## config.mk

```make
export PLATFORM = sky130hd
export DESIGN_NAME = tracer_text_record_parser_unit
export DESIGN_NICKNAME = d
export VERILOG_FILES = /design/src/hw/rtl/trtp_pkg.sv /design/src/hw/rtl/tracer_text_record_parser_unit.sv /design/src/hw/rtl/trtp_in_stage.sv /design/src/hw/rtl/trtp_core.sv
export SDC_FILE = /design/constraint.sdc
export NUM_CORES = 1
export LEC_CHECK = 0
export BUFFER_PORTS_ARGS = -buffer_cell sky130_fd_sc_hd__buf_4
export CAP_MARGIN = 10
export CORE_ASPECT_RATIO = 1.4
export CORE_MARGIN = 5
export CORE_UTILIZATION = 37
export DETAILED_ROUTE_END_ITERATION = 8
export GPL_TIMING_DRIVEN = 0
export SETUP_SLACK_MARGIN = 0.02
export SYNTH_ARGS = -nofsm -noshare
export SYNTH_HDL_FRONTEND = slang
export SYNTH_SLANG_ARGS = --single-unit
export TNS_END_PERCENT = 100
```

## constraint.sdc

```tcl
create_clock -name clock -period 10.8 [get_ports clock]
set_clock_uncertainty 0.2 [all_clocks]
set_input_delay 2.16 -clock clock [delete_from_list [all_inputs] [get_ports clock]]
set_output_delay 2.16 -clock clock [all_outputs]
set_load 0.05 [all_outputs]
```

## src/hw/rtl/trtp_pkg.sv

```systemverilog
package trtp_pkg;

   // Saturation limit of the tag and argument counters
   localparam int unsigned MAX_FIELDS = 64;
   localparam int unsigned COUNT_W =
      ($clog2(MAX_FIELDS + 1) > 7) ? $clog2(MAX_FIELDS + 1) : 7;
   localparam logic [COUNT_W-1:0] MAX_COUNT = COUNT_W'(MAX_FIELDS);

   localparam int unsigned ID_W = 64;

   localparam logic [7:0] CH_GT     = 8'h3E;
   localparam logic [7:0] CH_LT     = 8'h3C;
   localparam logic [7:0] CH_EQ     = 8'h3D;
   localparam logic [7:0] CH_DOT    = 8'h2E;
   localparam logic [7:0] CH_COLON  = 8'h3A;
   localparam logic [7:0] CH_BSLASH = 8'h5C;
   localparam logic [7:0] CH_NL     = 8'h0A;
   localparam logic [7:0] CH_COMMA  = 8'h2C;
   localparam logic [7:0] CH_MINUS  = 8'h2D;
   localparam logic [7:0] CH_ZERO   = 8'h30;
   localparam logic [7:0] CH_NINE   = 8'h39;
   localparam logic [7:0] CH_T      = 8'h74;
   localparam logic [7:0] CH_P      = 8'h70;
   localparam logic [7:0] CH_G      = 8'h67;

   typedef enum logic [2:0] {
      CLS_NONE  = 3'd0,
      CLS_DIR   = 3'd1,
      CLS_TAG   = 3'd2,
      CLS_NAME  = 3'd3,
      CLS_VALUE = 3'd4
   } class_type;

   typedef enum logic [1:0] {
      VERD_BUSY  = 2'd0,
      VERD_OK    = 2'd1,
      VERD_TRUNC = 2'd2,
      VERD_FAIL  = 2'd3
   } verdict_type;

   typedef struct packed {
      logic [7:0]  data_byte;
      logic        last;
      logic [31:0] thread_id;
      logic [31:0] process_id;
      logic [31:0] parent_thread_id;
   } item_type;

   typedef struct packed {
      logic [7:0]             out_byte;
      class_type              byte_class;
      logic [5:0]             field_index;
      logic                   field_end;
      verdict_type            verdict;
      logic                   done_res;
      logic signed [ID_W-1:0] scope_id;
      logic [6:0]             tag_count;
      logic [6:0]             arg_count;
   } result_type;

endpackage

```

## src/hw/rtl/tracer_text_record_parser_unit.sv

```systemverilog
// Byte-stream parser for text trace records of the form
// dir:scope:tag.tag:name=value,...: taking one byte per cycle and returning
// one result per byte. Each byte passes an input register, is classified
// combinationally against the per-record parse state, and lands in an output
// register, so a byte may be transferred every cycle; the only limit on rate
// is the downstream stall. The verdict on the byte marked last is final, and
// the parse state then returns to its start-of-record value for the next record.
module tracer_text_record_parser_unit (
   input  logic               clock,
   input  logic               reset,

   input  logic               req_valid,
   output logic               req_stall,
   input  logic [7:0]         req_data_byte,
   input  logic               req_last,
   input  logic [31:0]        req_thread_id,
   input  logic [31:0]        req_process_id,
   input  logic [31:0]        req_parent_thread_id,

   output logic               rsp_valid,
   input  logic               rsp_stall,
   output logic [7:0]         rsp_out_byte,
   output logic [2:0]         rsp_byte_class,
   output logic [5:0]         rsp_field_index,
   output logic               rsp_field_end,
   output logic [1:0]         rsp_verdict,
   output logic               rsp_done_res,
   output logic signed [63:0] rsp_scope_id,
   output logic [6:0]         rsp_tag_count,
   output logic [6:0]         rsp_arg_count
);

   trtp_pkg::item_type   req_item;
   trtp_pkg::item_type   item;
   trtp_pkg::result_type result;
   trtp_pkg::result_type rsp_ff;
   logic                 rsp_valid_ff;
   logic                 rsp_valid_in;
   logic                 item_valid;
   logic                 out_free;
   logic                 fire;

   assign req_item.data_byte        = req_data_byte;
   assign req_item.last             = req_last;
   assign req_item.thread_id        = req_thread_id;
   assign req_item.process_id       = req_process_id;
   assign req_item.parent_thread_id = req_parent_thread_id;

   assign out_free     = !rsp_valid_ff || !rsp_stall;
   assign fire         = item_valid && out_free;
   assign rsp_valid_in = fire || (rsp_valid_ff && rsp_stall);

   trtp_in_stage u_in_stage (
      .clock      (clock),
      .reset      (reset),
      .req_valid  (req_valid),
      .req_stall  (req_stall),
      .req_item   (req_item),
      .advance    (out_free),
      .item_valid (item_valid),
      .item       (item)
   );

   trtp_core u_core (
      .clock  (clock),
      .reset  (reset),
      .fire   (fire),
      .item   (item),
      .result (result)
   );

   always_ff @(posedge clock) begin
      if (reset) begin
         rsp_valid_ff <= 1'b0;
      end else begin
         rsp_valid_ff <= rsp_valid_in;
      end
   end

   // hold the result while the consumer stalls
   always_ff @(posedge clock) begin
      if (fire) begin
         rsp_ff <= result;
      end
   end

   assign rsp_valid       = rsp_valid_ff;
   assign rsp_out_byte    = rsp_ff.out_byte;
   assign rsp_byte_class  = rsp_ff.byte_class;
   assign rsp_field_index = rsp_ff.field_index;
   assign rsp_field_end   = rsp_ff.field_end;
   assign rsp_verdict     = rsp_ff.verdict;
   assign rsp_done_res    = rsp_ff.done_res;
   assign rsp_scope_id    = rsp_ff.scope_id;
   assign rsp_tag_count   = rsp_ff.tag_count;
   assign rsp_arg_count   = rsp_ff.arg_count;

endmodule

```

## src/hw/rtl/trtp_in_stage.sv

```systemverilog
module trtp_in_stage (
   input  logic              clock,
   input  logic              reset,
   input  logic              req_valid,
   output logic              req_stall,
   input  trtp_pkg::item_type req_item,
   input  logic              advance,
   output logic              item_valid,
   output trtp_pkg::item_type item
);

   logic               valid_ff;
   logic               valid_in;
   trtp_pkg::item_type item_ff;
   logic               take;

   // hold while the parsed result cannot move on
   assign req_stall = valid_ff && !advance;
   assign take      = req_valid && !req_stall;
   assign valid_in  = take || (valid_ff && !advance);

   always_ff @(posedge clock) begin
      if (reset) begin
         valid_ff <= 1'b0;
      end else begin
         valid_ff <= valid_in;
      end
   end

   always_ff @(posedge clock) begin
      if (take) begin
         item_ff <= req_item;
      end
   end

   assign item_valid = valid_ff;
   assign item       = item_ff;

endmodule

```

## src/hw/rtl/trtp_core.sv

```systemverilog
module trtp_core (
   input  logic                 clock,
   input  logic                 reset,
   input  logic                 fire,
   input  trtp_pkg::item_type   item,
   output trtp_pkg::result_type result
);

   typedef enum logic [3:0] {
      PH_DIR        = 4'd0,
      PH_COLON      = 4'd1,
      PH_SCOPE      = 4'd2,
      PH_SCOPE_P    = 4'd3,
      PH_NUM        = 4'd4,
      PH_TAGS_FIRST = 4'd5,
      PH_TAG_NEW    = 4'd6,
      PH_TAG        = 4'd7,
      PH_ARGS_FIRST = 4'd8,
      PH_NAME_NEW   = 4'd9,
      PH_NAME       = 4'd10,
      PH_VALUE      = 4'd11,
      PH_DONE       = 4'd12
   } phase_type;

   localparam int unsigned CW = trtp_pkg::COUNT_W;
   localparam int unsigned IW = trtp_pkg::ID_W;

   phase_type             phase_ff, phase_in;
   logic                  esc_ff, esc_in;
   logic                  skip_ff, skip_in;
   logic                  neg_ff, neg_in;
   logic signed [IW-1:0]  acc_ff, acc_in;
   logic [CW-1:0]         tag_ff, tag_in;
   logic [CW-1:0]         arg_ff, arg_in;
   logic [7:0]            prev_ff, prev_in;
   trtp_pkg::verdict_type verd_ff, verd_in;

   logic [7:0]            b;
   logic                  is_digit;
   logic signed [IW-1:0]  digit_ext;
   trtp_pkg::class_type   cls;
   trtp_pkg::class_type   kind;
   logic                  fend;
   logic                  dropped;
   logic                  fail;
   logic                  field_go;
   logic [CW-1:0]         fidx_wide;
   trtp_pkg::verdict_type verd_out;

   assign b        = item.data_byte;
   assign is_digit = (b >= trtp_pkg::CH_ZERO) && (b <= trtp_pkg::CH_NINE);

   // the accumulator holds the signed id, so a minus sign folds into the digit
   assign digit_ext = neg_ff ? -$signed({{(IW-4){1'b0}}, b[3:0]})
                             :  $signed({{(IW-4){1'b0}}, b[3:0]});

   always_comb begin
      phase_in = phase_ff;
      esc_in   = esc_ff;
      skip_in  = skip_ff;
      neg_in   = neg_ff;
      acc_in   = acc_ff;
      tag_in   = tag_ff;
      arg_in   = arg_ff;
      verd_in  = verd_ff;
      cls      = trtp_pkg::CLS_NONE;
      kind     = trtp_pkg::CLS_TAG;
      fend     = 1'b0;
      dropped  = 1'b0;
      fail     = 1'b0;
      field_go = 1'b0;

      unique case (phase_ff)
         PH_DIR: begin
            if (b == trtp_pkg::CH_GT || b == trtp_pkg::CH_LT) begin
               cls      = trtp_pkg::CLS_DIR;
               phase_in = PH_COLON;
            end else begin
               fail = 1'b1;
            end
         end
         PH_COLON: begin
            if (b == trtp_pkg::CH_COLON) begin
               phase_in = PH_SCOPE;
            end else begin
               fail = 1'b1;
            end
         end
         PH_SCOPE: begin
            priority if (b == trtp_pkg::CH_T) begin
               acc_in   = $signed({32'b0, item.thread_id});
               skip_in  = 1'b1;
               phase_in = PH_TAGS_FIRST;
            end else if (b == trtp_pkg::CH_G) begin
               acc_in   = '0;
               skip_in  = 1'b1;
               phase_in = PH_TAGS_FIRST;
            end else if (b == trtp_pkg::CH_P) begin
               acc_in   = $signed({32'b0, item.process_id});
               phase_in = PH_SCOPE_P;
            end else if (b == trtp_pkg::CH_COLON) begin
               acc_in   = '0;
               phase_in = PH_TAGS_FIRST;
            end else if (b == trtp_pkg::CH_MINUS) begin
               neg_in   = 1'b1;
               phase_in = PH_NUM;
            end else if (is_digit) begin
               acc_in   = $signed({{(IW-4){1'b0}}, b[3:0]});
               phase_in = PH_NUM;
            end else begin
               fail = 1'b1;
            end
         end
         PH_SCOPE_P: begin
            if (b == trtp_pkg::CH_P) begin
               acc_in  = $signed({32'b0, item.parent_thread_id});
               skip_in = 1'b1;
            end
            phase_in = PH_TAGS_FIRST;
         end
         PH_NUM: begin
            priority if (is_digit) begin
               acc_in = (acc_ff <<< 3) + (acc_ff <<< 1) + digit_ext;
            end else if (b == trtp_pkg::CH_COLON) begin
               phase_in = PH_TAGS_FIRST;
            end else begin
               fail = 1'b1;
            end
         end
         PH_TAGS_FIRST: begin
            priority if (skip_ff) begin
               skip_in = 1'b0;
            end else if (b == trtp_pkg::CH_COLON) begin
               phase_in = PH_ARGS_FIRST;
            end else begin
               tag_in   = (tag_ff < trtp_pkg::MAX_COUNT) ? tag_ff + 1'b1 : tag_ff;
               phase_in = PH_TAG;
               field_go = 1'b1;
            end
         end
         PH_TAG_NEW: begin
            tag_in   = (tag_ff < trtp_pkg::MAX_COUNT) ? tag_ff + 1'b1 : tag_ff;
            phase_in = PH_TAG;
            field_go = 1'b1;
         end
         PH_TAG: begin
            field_go = 1'b1;
         end
         PH_ARGS_FIRST: begin
            if (b == trtp_pkg::CH_COLON) begin
               verd_in  = trtp_pkg::VERD_OK;
               phase_in = PH_DONE;
            end else begin
               arg_in   = (arg_ff < trtp_pkg::MAX_COUNT) ? arg_ff + 1'b1 : arg_ff;
               phase_in = PH_NAME;
               kind     = trtp_pkg::CLS_NAME;
               field_go = 1'b1;
            end
         end
         PH_NAME_NEW: begin
            arg_in   = (arg_ff < trtp_pkg::MAX_COUNT) ? arg_ff + 1'b1 : arg_ff;
            phase_in = PH_NAME;
            kind     = trtp_pkg::CLS_NAME;
            field_go = 1'b1;
         end
         PH_NAME: begin
            kind     = trtp_pkg::CLS_NAME;
            field_go = 1'b1;
         end
         PH_VALUE: begin
            kind     = trtp_pkg::CLS_VALUE;
            field_go = 1'b1;
         end
         default: begin
            phase_in = PH_DONE;
         end
      endcase

      // body byte of a tag, name or value
      if (field_go) begin
         priority if (esc_ff) begin
            esc_in = 1'b0;
            cls    = kind;
         end else if (b == trtp_pkg::CH_BSLASH) begin
            esc_in  = 1'b1;
            dropped = 1'b1;
         end else if (kind == trtp_pkg::CLS_TAG) begin
            priority if (b == trtp_pkg::CH_DOT) begin
               fend     = 1'b1;
               phase_in = PH_TAG_NEW;
            end else if (b == trtp_pkg::CH_COLON) begin
               fend     = 1'b1;
               phase_in = PH_ARGS_FIRST;
            end else if (b == trtp_pkg::CH_GT || b == trtp_pkg::CH_LT ||
                         b == trtp_pkg::CH_EQ || b == trtp_pkg::CH_NL) begin
               fail = 1'b1;
            end else begin
               cls = trtp_pkg::CLS_TAG;
            end
         end else if (kind == trtp_pkg::CLS_NAME) begin
            priority if (b == trtp_pkg::CH_EQ) begin
               fend     = 1'b1;
               phase_in = PH_VALUE;
            end else if (b == trtp_pkg::CH_GT || b == trtp_pkg::CH_LT ||
                         b == trtp_pkg::CH_NL) begin
               fail = 1'b1;
            end else begin
               cls = trtp_pkg::CLS_NAME;
            end
         end else begin
            priority if (b == trtp_pkg::CH_COMMA || b == trtp_pkg::CH_EQ) begin
               fend     = 1'b1;
               phase_in = PH_NAME_NEW;
            end else if (b == trtp_pkg::CH_COLON) begin
               fend     = 1'b1;
               verd_in  = trtp_pkg::VERD_OK;
               phase_in = PH_DONE;
            end else begin
               cls = trtp_pkg::CLS_VALUE;
            end
         end
      end

      if (fail) begin
         verd_in  = trtp_pkg::VERD_FAIL;
         phase_in = PH_DONE;
      end
   end

   assign prev_in = dropped ? prev_ff : b;

   always_comb begin
      if (arg_in != '0) begin
         fidx_wide = arg_in - 1'b1;
      end else if (tag_in != '0) begin
         fidx_wide = tag_in - 1'b1;
      end else begin
         fidx_wide = '0;
      end
   end

   // an open name whose last taken byte is a colon cannot be a clean truncation
   always_comb begin
      verd_out = verd_in;
      if (item.last && verd_in == trtp_pkg::VERD_BUSY) begin
         verd_out = (phase_in == PH_NAME && prev_in == trtp_pkg::CH_COLON)
                    ? trtp_pkg::VERD_FAIL : trtp_pkg::VERD_TRUNC;
      end
   end

   always_comb begin
      result.out_byte    = dropped ? 8'd0 : b;
      result.byte_class  = cls;
      result.field_index = fidx_wide[5:0];
      result.field_end   = fend;
      result.verdict     = verd_out;
      result.done_res    = item.last;
      result.scope_id    = acc_in;
      result.tag_count   = tag_in[6:0];
      result.arg_count   = arg_in[6:0];
   end

   // advance on each transfer; the last byte returns the record state to reset
   always_ff @(posedge clock) begin
      if (reset || (fire && item.last)) begin
         phase_ff <= PH_DIR;
         esc_ff   <= 1'b0;
         skip_ff  <= 1'b0;
         neg_ff   <= 1'b0;
         acc_ff   <= '0;
         tag_ff   <= '0;
         arg_ff   <= '0;
         prev_ff  <= 8'd0;
         verd_ff  <= trtp_pkg::VERD_BUSY;
      end else if (fire) begin
         phase_ff <= phase_in;
         esc_ff   <= esc_in;
         skip_ff  <= skip_in;
         neg_ff   <= neg_in;
         acc_ff   <= acc_in;
         tag_ff   <= tag_in;
         arg_ff   <= arg_in;
         prev_ff  <= prev_in;
         verd_ff  <= verd_in;
      end
   end

endmodule

```

* Yosys cells after proc, flatten, opt, wreduce, memory -nomap -nowiden *
Cells that the tools add are included.

operators by class
  reductions and logical operators = 33
  bitwise gates (word level) = 5
  add/subtract/negate cells = 7
  mux-type cells = 108
  order comparisons = 4
  equal/unequal tests = 29

operator list
  kind                                                count
  2-to-1 mux 64 bit                                   9
  one-hot mux 64 bit (3 select lines)                 1
  adder 64 bit                                        2
  2-to-1 mux 4 bit                                    23
  == test 8 x 6 -> 1 bit (second input constant)      8
  negation 4 -> 64 bit                                1
  2-to-1 mux 3 bit                                    14
  one-hot mux 4 bit (10 select lines)                 1
  2-to-1 mux 1 bit                                    35
  2-to-1 mux 7 bit                                    5
  == test 8 x 7 -> 1 bit (second input constant)      4
  one-hot mux 7 bit (2 select lines)                  2
  2-to-1 mux 2 bit                                    11
  == test 4 bit (second input constant)               5
  == test 4 x 3 -> 1 bit (second input constant)      4
  adder 7 x 1 -> 7 bit (second input constant)        2
  less-than comparator 7 bit (second input constant)  2
  nonzero test 7 bit                                  2
  2-to-1 mux 6 bit                                    2
  subtractor 6 x 1 -> 6 bit (second input constant)   2
  logical OR 1 bit                                    9
  one-hot mux 3 bit (3 select lines)                  1
  == test 4 x 2 -> 1 bit (second input constant)      2
  == test 8 x 4 -> 1 bit (second input constant)      1
  other kinds (21)                                    38

word-level totals
  word-level logic and storage cells = 211
  input bits = 109
  register bits after elaboration = 301
  output and inout bits = 101

* Depth between registers and ports, before layout *
Gate-level depths: netlist of the first run.

  depth after elaboration = 21
  depth in mapped cells = 18
  gate-level depth less buffers = 18

* Modules after synthesis *
Synthesis of the first run repeated with hierarchy kept, for this count alone.

second synthesis, totals
  cell total of the unflattened synthesis = 1818
  area total of the unflattened synthesis = 18250.0 sq um

by module, submodules not included
  module                          seq. area each (sq um)  cells each  area each (sq um)  times used
  trtp_core                       1901.8                  1605        12035.3            1
  trtp_in_stage                   3173.0                  109         3203.1             1
  tracer_text_record_parser_unit  2992.9                  104         3011.6             1

* Worst setup path before layout of the first run *
Ideal clock, no wire load.

  kind = input -> register
  start point = in rsp_stall
  end point = reg u_in_stage.item_ff, in the netlist u_in_stage.item[0], enable pin
  cell stages on the path = 2
  required time = 10020 ps
  arrival time = 7190 ps
  slack = 2830 ps
  path buffers = 0
  setup time = 580 ps
  path through = and3_1 > nor2b_1

between the ends
  cells in the longest elaborated chain, start to end = 6

ends and longest elaborated chain
  what                  line                                  text
  start, declared       tracer_text_record_parser_unit.sv:21  input logic rsp_stall,
  zero test 1 bit       tracer_text_record_parser_unit.sv:49  assign out_free = !rsp_valid_ff || !rsp_stall;
  logical OR 1 bit      tracer_text_record_parser_unit.sv:49
  zero test 1 bit       trtp_in_stage.sv:18                   assign req_stall = valid_ff && !advance;
  logical AND 1 bit     trtp_in_stage.sv:18
  zero test 1 bit       trtp_in_stage.sv:19                   assign take = req_valid && !req_stall;
  logical AND 1 bit     trtp_in_stage.sv:19
  via u_in_stage.take   trtp_in_stage.sv:15                   logic take;
  end signal, assigned  trtp_in_stage.sv:32                   item_ff <= req_item;
  end, declared         trtp_in_stage.sv:14                   trtp_pkg::item_type item_ff;

The timed path passes the listed nets, and every way through them passes these cells.
A chain may end at the register's enable or synchronous reset.

==> results of run 1 <==
state kept, by name (all words and copies together), names as in the netlist:
signal / count
u_core.neg_ff: 1
rsp_tag_count: 7
rsp_field_end: 1
rsp_valid: 1
u_core.esc_ff: 1
u_core.tag_ff: 7
u_core.phase_ff: 4
u_core.prev_ff: 8
rsp_byte_class: 3
rsp_out_byte: 8
rsp_field_index: 6
u_in_stage.item_valid: 1
u_core.verd_ff: 2
u_core.acc_ff: 64
rsp_arg_count: 7
u_core.arg_ff: 7
rsp_done_res: 1
rsp_verdict: 2
rsp_scope_id: 64
u_core.skip_ff: 1
u_in_stage.item: 105
metal layers:
| layer | GRT usage, % | share of wire, % | routed length (um) | up-vias |
|---|---|---|---|---|
| met3 | 2.68 | 4.4 | 2530 | 106 |
| li1 | - | - | - | 6968 |
| met1 | 26.1 | 41 | 23500 | 7130 |
| met5 | 0 | 0 | 0 | - |
| met2 | 38.3 | 51 | 29600 | 432 |
| met4 | 7.04 | 3.6 | 2090 | 0 |
Yosys cell counts, types with 29 or more instances:
| master | count | share of area (%) |
|---|---|---|
| sky130_fd_sc_hd__dfxtp_1 | 97 | 11 |
| sky130_fd_sc_hd__a21oi_1 | 174 | 4.9 |
| sky130_fd_sc_hd__fa_1 | 61 | 6.9 |
| sky130_fd_sc_hd__nor2_1 | 152 | 3.2 |
| sky130_fd_sc_hd__nor3_1 | 31 | 0.87 |
| sky130_fd_sc_hd__ha_1 | 74 | 5.2 |
| sky130_fd_sc_hd__a221o_1 | 40 | 2.3 |
| sky130_fd_sc_hd__nand3_1 | 29 | 0.82 |
| sky130_fd_sc_hd__a22o_1 | 38 | 1.9 |
| sky130_fd_sc_hd__nand2_1 | 188 | 4.0 |
| sky130_fd_sc_hd__xnor2_1 | 49 | 2.4 |
| sky130_fd_sc_hd__inv_1 | 51 | 1.1 |
| sky130_fd_sc_hd__edfxtp_1 | 204 | 35 |
| sky130_fd_sc_hd__clkbuf_1 | 61 | 1.3 |
| sky130_fd_sc_hd__o21ai_0 | 98 | 2.8 |
logic make-up (layout without fill, tap and decap cells):
logic type                 Yosys count  in the layout
buffers and inverters              141            417
muxes                               11             11
adders and majority gates          135            135
DFF                                301            301
and+or+nand+nor                    517            517
AOI/OAI and AO/OA                  556            556
xor gates and xnor gates            79             79
placed cells by master (no fill, tap or decap), drive strengths merged, types with 6 or more instances in the layout:
cell and n:
a211oi 13, a21o 25, a21oi 176, a221o 40, a221oi 8, a22o 38
a22oi 14, a311oi 6, a31oi 20, and2 10, and3 11, buf 245
clkbuf 106, dfxtp 97, edfxtp 204, fa 61, ha 74, inv 57
mux2i 10, nand2 191, nand2b 7, nand3 29, nand4 19, nor2 157
nor2b 11, nor3 35, o211ai 8, o21a 21, o21ai 117, o21bai 15
o22ai 8, o31ai 9, or2 7, or3 7, xnor2 50, xor2 29
through the flow:
| step | setup WS (ps) | cell area [um^2] |
|---|---|---|
| 2_1_floorplan | 2830 | 17700 |
| 3_3_place_gp | 751 | 20100 |
| 3_5_place_dp | 4620 | 20300 |
| 4_1_cts | 4600 | 21400 |
| 5_1_grt | 4290 | 21400 |
| 6_report | 4610 | 21400 |
how the worst min path moves through the flow:
| stage | startpoint | end | slack [ps] | cells after the start |
|---|---|---|---|---|
| 6_report | u_core.prev_ff[2] | u_core.prev_ff[2] | 260 | 2 |
| 5_1_grt | u_core.prev_ff[2] | u_core.prev_ff[2] | 270 | 2 |
| 3_5_place_dp | u_core.prev_ff[2] | u_core.prev_ff[2] | 250 | 2 |
| 3_3_place_gp | u_core.prev_ff[1] | u_core.prev_ff[1] | 240 | 2 |
| 4_1_cts | u_core.prev_ff[2] | u_core.prev_ff[2] | 260 | 2 |
| 2_1_floorplan | u_core.prev_ff[1] | u_core.prev_ff[1] | 230 | 2 |
area by class of cell:
type,count,area (um^2),share of cell area (%)
plain buffers,88,394,1.84
clock buffers,45,921,4.31
clock inverters,13,115,0.539
inverters,53,199,0.931
multi-input cells,1298,9130,42.7
flip-flops and latches,301,8070,37.8
well taps,630,788,3.69
repair buffers,218,1760,8.23
power breakdown:
group	switching, uW	internal, uW
clock	477	619
combinational	249	124
sequential	31.9	1290
worst min-delay path, stage by stage (launching register included):
cell and delay (ps):
sky130_fd_sc_hd__dfxtp_1 310, sky130_fd_sc_hd__nand2_1 50, sky130_fd_sc_hd__a21oi_1 50
==> flow_summary_export.csv, run 1 <==
group,metric,value,unit
outcome,status,"completed",
drt,post_dr_wirelength_cell,21.8,um
drt,via_count,14600,
floorplanning,floorplan.initialDensity,37.1,%
synth,post_synth_mux_area_share,0.670,%
floorplanning,coreArea,0.0478,mm^2
setup_path,cp_slowest_stage_delay,580,ps
hold_path,hold_class,"reg -> reg",
clocking,cts-buffers-inserted,31,
synth,synth_compound_area_share,20.8,%
global_route,grt_start_max_net_pins,65,
timing,slew_violations,0,
clocking,clock-sinks,301,
setup_path,timing.critical_path.buf_inv,3,
synth,synth_edf_count,204,
placement,gp_routability_congestion,0.942,
clocking,postCtsSetupBuffers,0,
floorplanning,floorplan.die_area,0.0525,mm^2
power_and_ir_drop,vdd.ir_drop.worst,0.000120,V
floorplanning,die_width,195,um
power_and_ir_drop,leakage,0.00851,uW
placement,dpl.cell_count,2588,
clocking,cts-root-buf,"sky130_fd_sc_hd__clkbuf_16",
clocking,tritoncts_clock_tree,"yes",
setup_path,rr_endpoint,"rsp_scope_id[63]",
clocking,cts_hold_buffers,0,
placement,post-dp-hpwl,44.7,mm
timing,timing.max_slew.rel_slack,17.0,%
synth,async_flop_share,0,%
cells_and_area,insertedDiodeCount,0,
setup_path,critical_path.reg2reg.startpoint,"u_in_stage.item[98]",
synth,synth-seq-area-share,45.5,%
clocking,clock_tree.buffer_depth,3,
setup_path,critPathLaunchType,"flip-flop",
timing,report.final.setup_viol,0,
global_route,grtUsageTotal,21.2,%
floorplanning,ios,210,
power_and_ir_drop,report.power.total,2790,uW
placement,io_buffers,209,
synth,synthXorXnorAreaFrac,3.98,%
floorplanning,dieHeight,269,um
timing,final.period_utilization,57.3,%
timing,timing_hold_violations_final,0,
setup_path,critical_path.slowest_cell,"sky130_fd_sc_hd__a2111oi_2",
global_route,grt_pass1_wl,88.3,mm
clocking,cts.repair.resized,0,
drt,drtAntennaViolNets,0,
clocking,cts.reportedPaths.clkPinSlew,60,ps
cells_and_area,nNetsFinal,2235,
drt,firstDrtPassIters,7,
setup_path,critPathTopFamily,"compound AO/OA/AOI/OAI gates",
setup_path,cp_cell_sequence,"inv_1 > ha_1 > nor3b_1 > nor2_4 > buf_12 > buf_12 > fa_1 > ha_1 > nand2_1 > o21ai_0 > a21oi_1 > o21bai_1 > o2111ai_1 > a21boi_1 > o21bai_1 > a2111oi_2 > o21ai_1 > a32o_1",
synth,synthesis.yosys.warnings,0,
synth,ys_dominant_reg_cell,"sky130_fd_sc_hd__edfxtp_1",
timing,fin_hold_ws,256,ps
synth,syn_area_per_cell,10.2,um^2
setup_path,setup_slack_on_the_worst_flop_to_flop_path,4610,ps
cells_and_area,final_core_utilization,44.7,%
setup_path,type_of_destination_of_the_critical_path,"flip-flop",
setup_path,cp-endpoint,"rsp_scope_id[63]",
setup_path,critical_path_depth,18,
setup_path,worst_ep_required_time,10930,ps
setup_path,ff2ff_path_depth,18,
global_route,antenna_found_initial,0,
clocking,cts-htree-levels,1,
cells_and_area,final_cells,2646,
timing,unrepaired_setup_endpoints_after_global_routing,"false",
cells_and_area,drive_above_1_share,16.6,%
timing,clock.fmax,161,MHz
setup_path,cp_max_fo,13,
synth,synth_area,0.0177,mm^2
synth,synth_fp_nets,1984,
flow_run,drv.max_cap_violation_count,0,
global_route,global_route.overflow_total,0,
power_and_ir_drop,power_per_cell_area,131,mW/mm^2
synth,post_synth_inst_count,1740,
synth,synth_top_family_by_area,"compound AO/OA/AOI/OAI gates",
timing,worst-slew-pin-transition,1250,ps
synth,synth.ff_latch_count,301,
drt,postRouteWirelength,57.7,mm
drt,post_drt_via_cell_ratio,5.53,
timing,finalCriticalPeriod,6190,ps
timing,timing.setup.tns,0,ps
clocking,worstSkewPairLatency,600,ps
synth,synth_simple_gate_area_share,13.7,%
cells_and_area,areaGrowthSynthToFinish,20.4,%
setup_path,setup.worst_path.class,"reg -> reg",
synth,yosysUniqueCellTypes,95,
setup_path,worst_setup_path_startpoint,"u_in_stage.item[98]",
cells_and_area,number_of_inserted_filler_cells_in_the_final_layout,4624,
synth,synthAdderAreaFrac,12.1,%
drt,drt-initial-drc-count,1030,
global_route,grt_pass1_vias,14800,
floorplanning,placementRows,95,
setup_path,signal_arrival_time_at_the_worst_endpoint,6320,ps
drt,drt_drc_violations_left,0,
Power figures use the tool's default switching activity.
==> run 2, diff against run 1 <==
- ABC_AREA: unset -> 1
- clock period: 10.8 -> 6.12 ns (I/O delays scaled with it)
==> run 2 against run 1 <==
Compared with the run above:
- the flow now finishes with violations (DRC)
- critical endpoint is now rsp_scope_id[58]
- final cell count increased by 52%
- critical path type unchanged
- via count increased by 39%
- die area increased by 20%
- area after synthesis increased by 21%
==> flow_summary_export.csv, run 2 <==
group,metric,value,unit
global_route,grt_pass1_wl,119,mm
setup_path,signal_arrival_time_at_the_worst_endpoint,5570,ps
clocking,cts_hold_buffers,0,
hold_path,hold_class,"reg -> reg",
placement,gp_routability_congestion,0.997,
drt,post_drt_via_cell_ratio,5.07,
outcome,violated_checks,"DRC",
synth,synth-seq-area-share,37.4,%
global_route,antenna_found_initial,0,
synth,yosysTopAreaCellShare,28.4,%
drt,route.layer.met1.wl,31.0,mm
global_route,global_route.overflow_total,0,
cells_and_area,nNetsFinal,3499,
floorplanning,floorplan.die_area,0.0633,mm^2
clocking,cts-buffers-inserted,34,
cells_and_area,largest_register_ff_count,105,
setup_path,cp_max_fo,17,
clocking,clock-sinks,301,
floorplanning,ios,210,
clocking,cts-root-buf,"sky130_fd_sc_hd__clkbuf_16",
floorplanning,placementRows,104,
timing,finalCriticalPeriod,5440,ps
cells_and_area,number_of_inserted_filler_cells_in_the_final_layout,6084,
global_route,grt_start_max_net_pins,76,
cells_and_area,drive_above_1_share,11.5,%
placement,post-dp-hpwl,64.0,mm
synth,synth.most_common_cell,"sky130_fd_sc_hd__nand2_1",
power_and_ir_drop,sequential_share_of_power,41.9,%
timing,report.final.setup_viol,0,
timing,timing.max_slew.rel_slack,25.7,%
power_and_ir_drop,power.share.switching,32.0,%
setup_path,critPathLaunchType,"flip-flop",
synth,synth_area,0.0216,mm^2
clocking,cts-htree-levels,2,
power_and_ir_drop,leakage,0.0123,uW
floorplanning,die_width,214,um
global_route,grt_pass1_vias,19800,
cells_and_area,areaGrowthSynthToFinish,17.4,%
drt,dr_wl_met3,3.67,mm
drt,drtAntennaViolNets,0,
cells_and_area,layout_common_cells,"sky130_fd_sc_hd__nand2_1 (945), sky130_fd_sc_hd__inv_1 (493), sky130_fd_sc_hd__a21oi_1 (235)",
timing,timing_hold_violations_final,0,
timing,final.period_utilization,88.9,%
cells_and_area,multiInputGateArea,0.0111,mm^2
synth,post_synth_inst_count,3006,
synth,netlist.top_cell.by_area,"sky130_fd_sc_hd__edfxtp_1",
setup_path,type_of_destination_of_the_critical_path,"flip-flop",
cells_and_area,insertedDiodeCount,0,
synth,synthesis.yosys.warnings,0,
clocking,clock_tree.buffer_depth,3,
drt,firstDrtPassIters,9,
clocking,tritoncts_clock_tree,"yes",
setup_path,worst_ep_required_time,6250,ps
timing,unrepaired_setup_endpoints_after_global_routing,"false",
power_and_ir_drop,netSwitchingPower,1870,uW
synth,syn_area_per_cell,7.17,um^2
clocking,cts.reportedPaths.clkPinSlew,60,ps
drt,drt-initial-drc-count,1351,
drt,via_count,20400,
drt,drt_drc_violations_left,7,
power_and_ir_drop,pwr-share-clk,36.3,%
power_and_ir_drop,power_per_cell_area,231,mW/mm^2
timing,clock.fmax,184,MHz
synth,synth_fp_nets,3250,
synth,async_flop_share,0,%
cells_and_area,seq_area,0.00807,mm^2
timing,fin_hold_ws,299,ps
power_and_ir_drop,vdd.ir_drop.worst,0.000229,V
power_and_ir_drop,report.power.total,5850,uW
clocking,postCtsSetupBuffers,0,
flow_run,drv.max_cap_violation_count,0,
drt,post_dr_wirelength_cell,19.6,um
floorplanning,coreArea,0.0576,mm^2
power_and_ir_drop,p_comb_share,21.8,%
synth,synth.ff_latch_count,301,
outcome,status,"finished with violations",
synth,synthTopCellsByCount,"sky130_fd_sc_hd__nand2_1 (945), sky130_fd_sc_hd__inv_1 (495), sky130_fd_sc_hd__a21oi_1 (235), sky130_fd_sc_hd__edfxtp_1 (204), sky130_fd_sc_hd__nor2_1 (185)",
floorplanning,dieHeight,296,um
timing,worst-slew-pin-transition,1110,ps
setup_path,setup.worst_path.class,"reg -> reg",
synth,ys_dominant_reg_cell,"sky130_fd_sc_hd__edfxtp_1",
synth,synthTopCellsByArea,"sky130_fd_sc_hd__edfxtp_1 (28%), sky130_fd_sc_hd__nand2_1 (16%), sky130_fd_sc_hd__dfxtp_1 (9.0%), sky130_fd_sc_hd__inv_1 (8.6%), sky130_fd_sc_hd__fa_1 (5.7%)",
power_and_ir_drop,cell_internal_pwr,3980,uW
drt,postRouteWirelength,79.0,mm
floorplanning,floorplan.initialDensity,37.4,%
clocking,worstSkewPairLatency,570,ps
drt,top_layer,"met4",
drt,dr_wl_met2,40.1,mm
global_route,grtUsageTotal,24.2,%
synth,yosysUniqueCellTypes,51,
setup_path,setup_slack_on_the_worst_flop_to_flop_path,680,ps
cells_and_area,final_common_cell,"sky130_fd_sc_hd__nand2_1",
timing,slew_violations,0,
clocking,cts.repair.resized,0,
placement,io_buffers,209,
synth,synth_edf_count,204,
[run 2: worst paths after layout]
| kind | endpoint | startpoint | cells past startpoint |
|---|---|---|---|
| min | rsp_valid | u_in_stage.item_valid | 2 |
| max reg2reg | rsp_scope_id[58] | u_in_stage.item[97] | 21 |
| max | rsp_scope_id[58] | u_in_stage.item[97] | 21 |
| min reg2reg | rsp_valid | u_in_stage.item_valid | 2 |
[run 2: layer usage]
metal  vias up  GRT usage [%]
met5         -              0
met4         0           11.7
met3       188           3.04
met2       672           44.3
met1      9355           28.0
li1      10200              -
[run 2: power groups by stage]
| stage | logic [uW] | clock network (uW) | registers (uW) |
|---|---|---|---|
| floorplan | 685 | 0 | 2630 |
| global placement | 1260 | 0 | 2500 |
| detailed placement | 1280 | 0 | 2490 |
| CTS | 1280 | 2180 | 2450 |
| global route | 1410 | 2260 | 2460 |
| finish | 1280 | 2120 | 2450 |
[run 2: layout make-up]
type	count	share of cell area (%)
Multi-Input combinational cell	2086	44.0
Clock inverter	18	0.737
Clock buffer	43	3.70
Sequential cell	301	31.9
Buffer	96	1.67
Tap cell	742	3.67
Inverter	523	7.77
Timing Repair Buffer	213	6.61
[run 2: cell families (layout without fill, tap and decap cells)]
family	after synthesis	count (layout)	share of synthesized area (%)
compound gates	529	529	13.4
xor+xnor	24	24	1.04
fa+ha+maj	135	135	9.96
buf+inv	619	893	11.1
flops	301	301	37.4
simple gates	1398	1398	27.1
[run 2: metrics by stage]
stage,cell area [um^2],setup WS [ps],TNS (ps),utilization (%),instances
3_3_place_gp,24100,-1930,-242290,41.7,3957
4_1_cts,25300,711,0,43.9,4022
6_report,25300,682,0,43.9,4022
5_1_grt,25300,338,0,43.9,4022
2_1_floorplan,21600,719,0,-,3006
3_5_place_dp,24200,736,0,41.9,3961
[run 2: critical path: stages, from the launching register on]
cell,delay (ps)
sky130_fd_sc_hd__edfxtp_1,520
sky130_fd_sc_hd__inv_1,110
sky130_fd_sc_hd__ha_1,260
sky130_fd_sc_hd__nand2_1,100
sky130_fd_sc_hd__nor2_1,80
sky130_fd_sc_hd__nor2_4,660
sky130_fd_sc_hd__buf_12,290
sky130_fd_sc_hd__fa_1,430
sky130_fd_sc_hd__ha_1,380
sky130_fd_sc_hd__nand2_1,130
sky130_fd_sc_hd__nor2_1,370
sky130_fd_sc_hd__nand2_1,260
sky130_fd_sc_hd__nor2_1,210
sky130_fd_sc_hd__nand2_1,80
sky130_fd_sc_hd__nand3_1,340
sky130_fd_sc_hd__nand3_1,200
sky130_fd_sc_hd__nand3_1,130
sky130_fd_sc_hd__nand3_1,130
sky130_fd_sc_hd__nand2_1,100
sky130_fd_sc_hd__nand2_1,50
sky130_fd_sc_hd__nand2_1,90
sky130_fd_sc_hd__inv_1,50
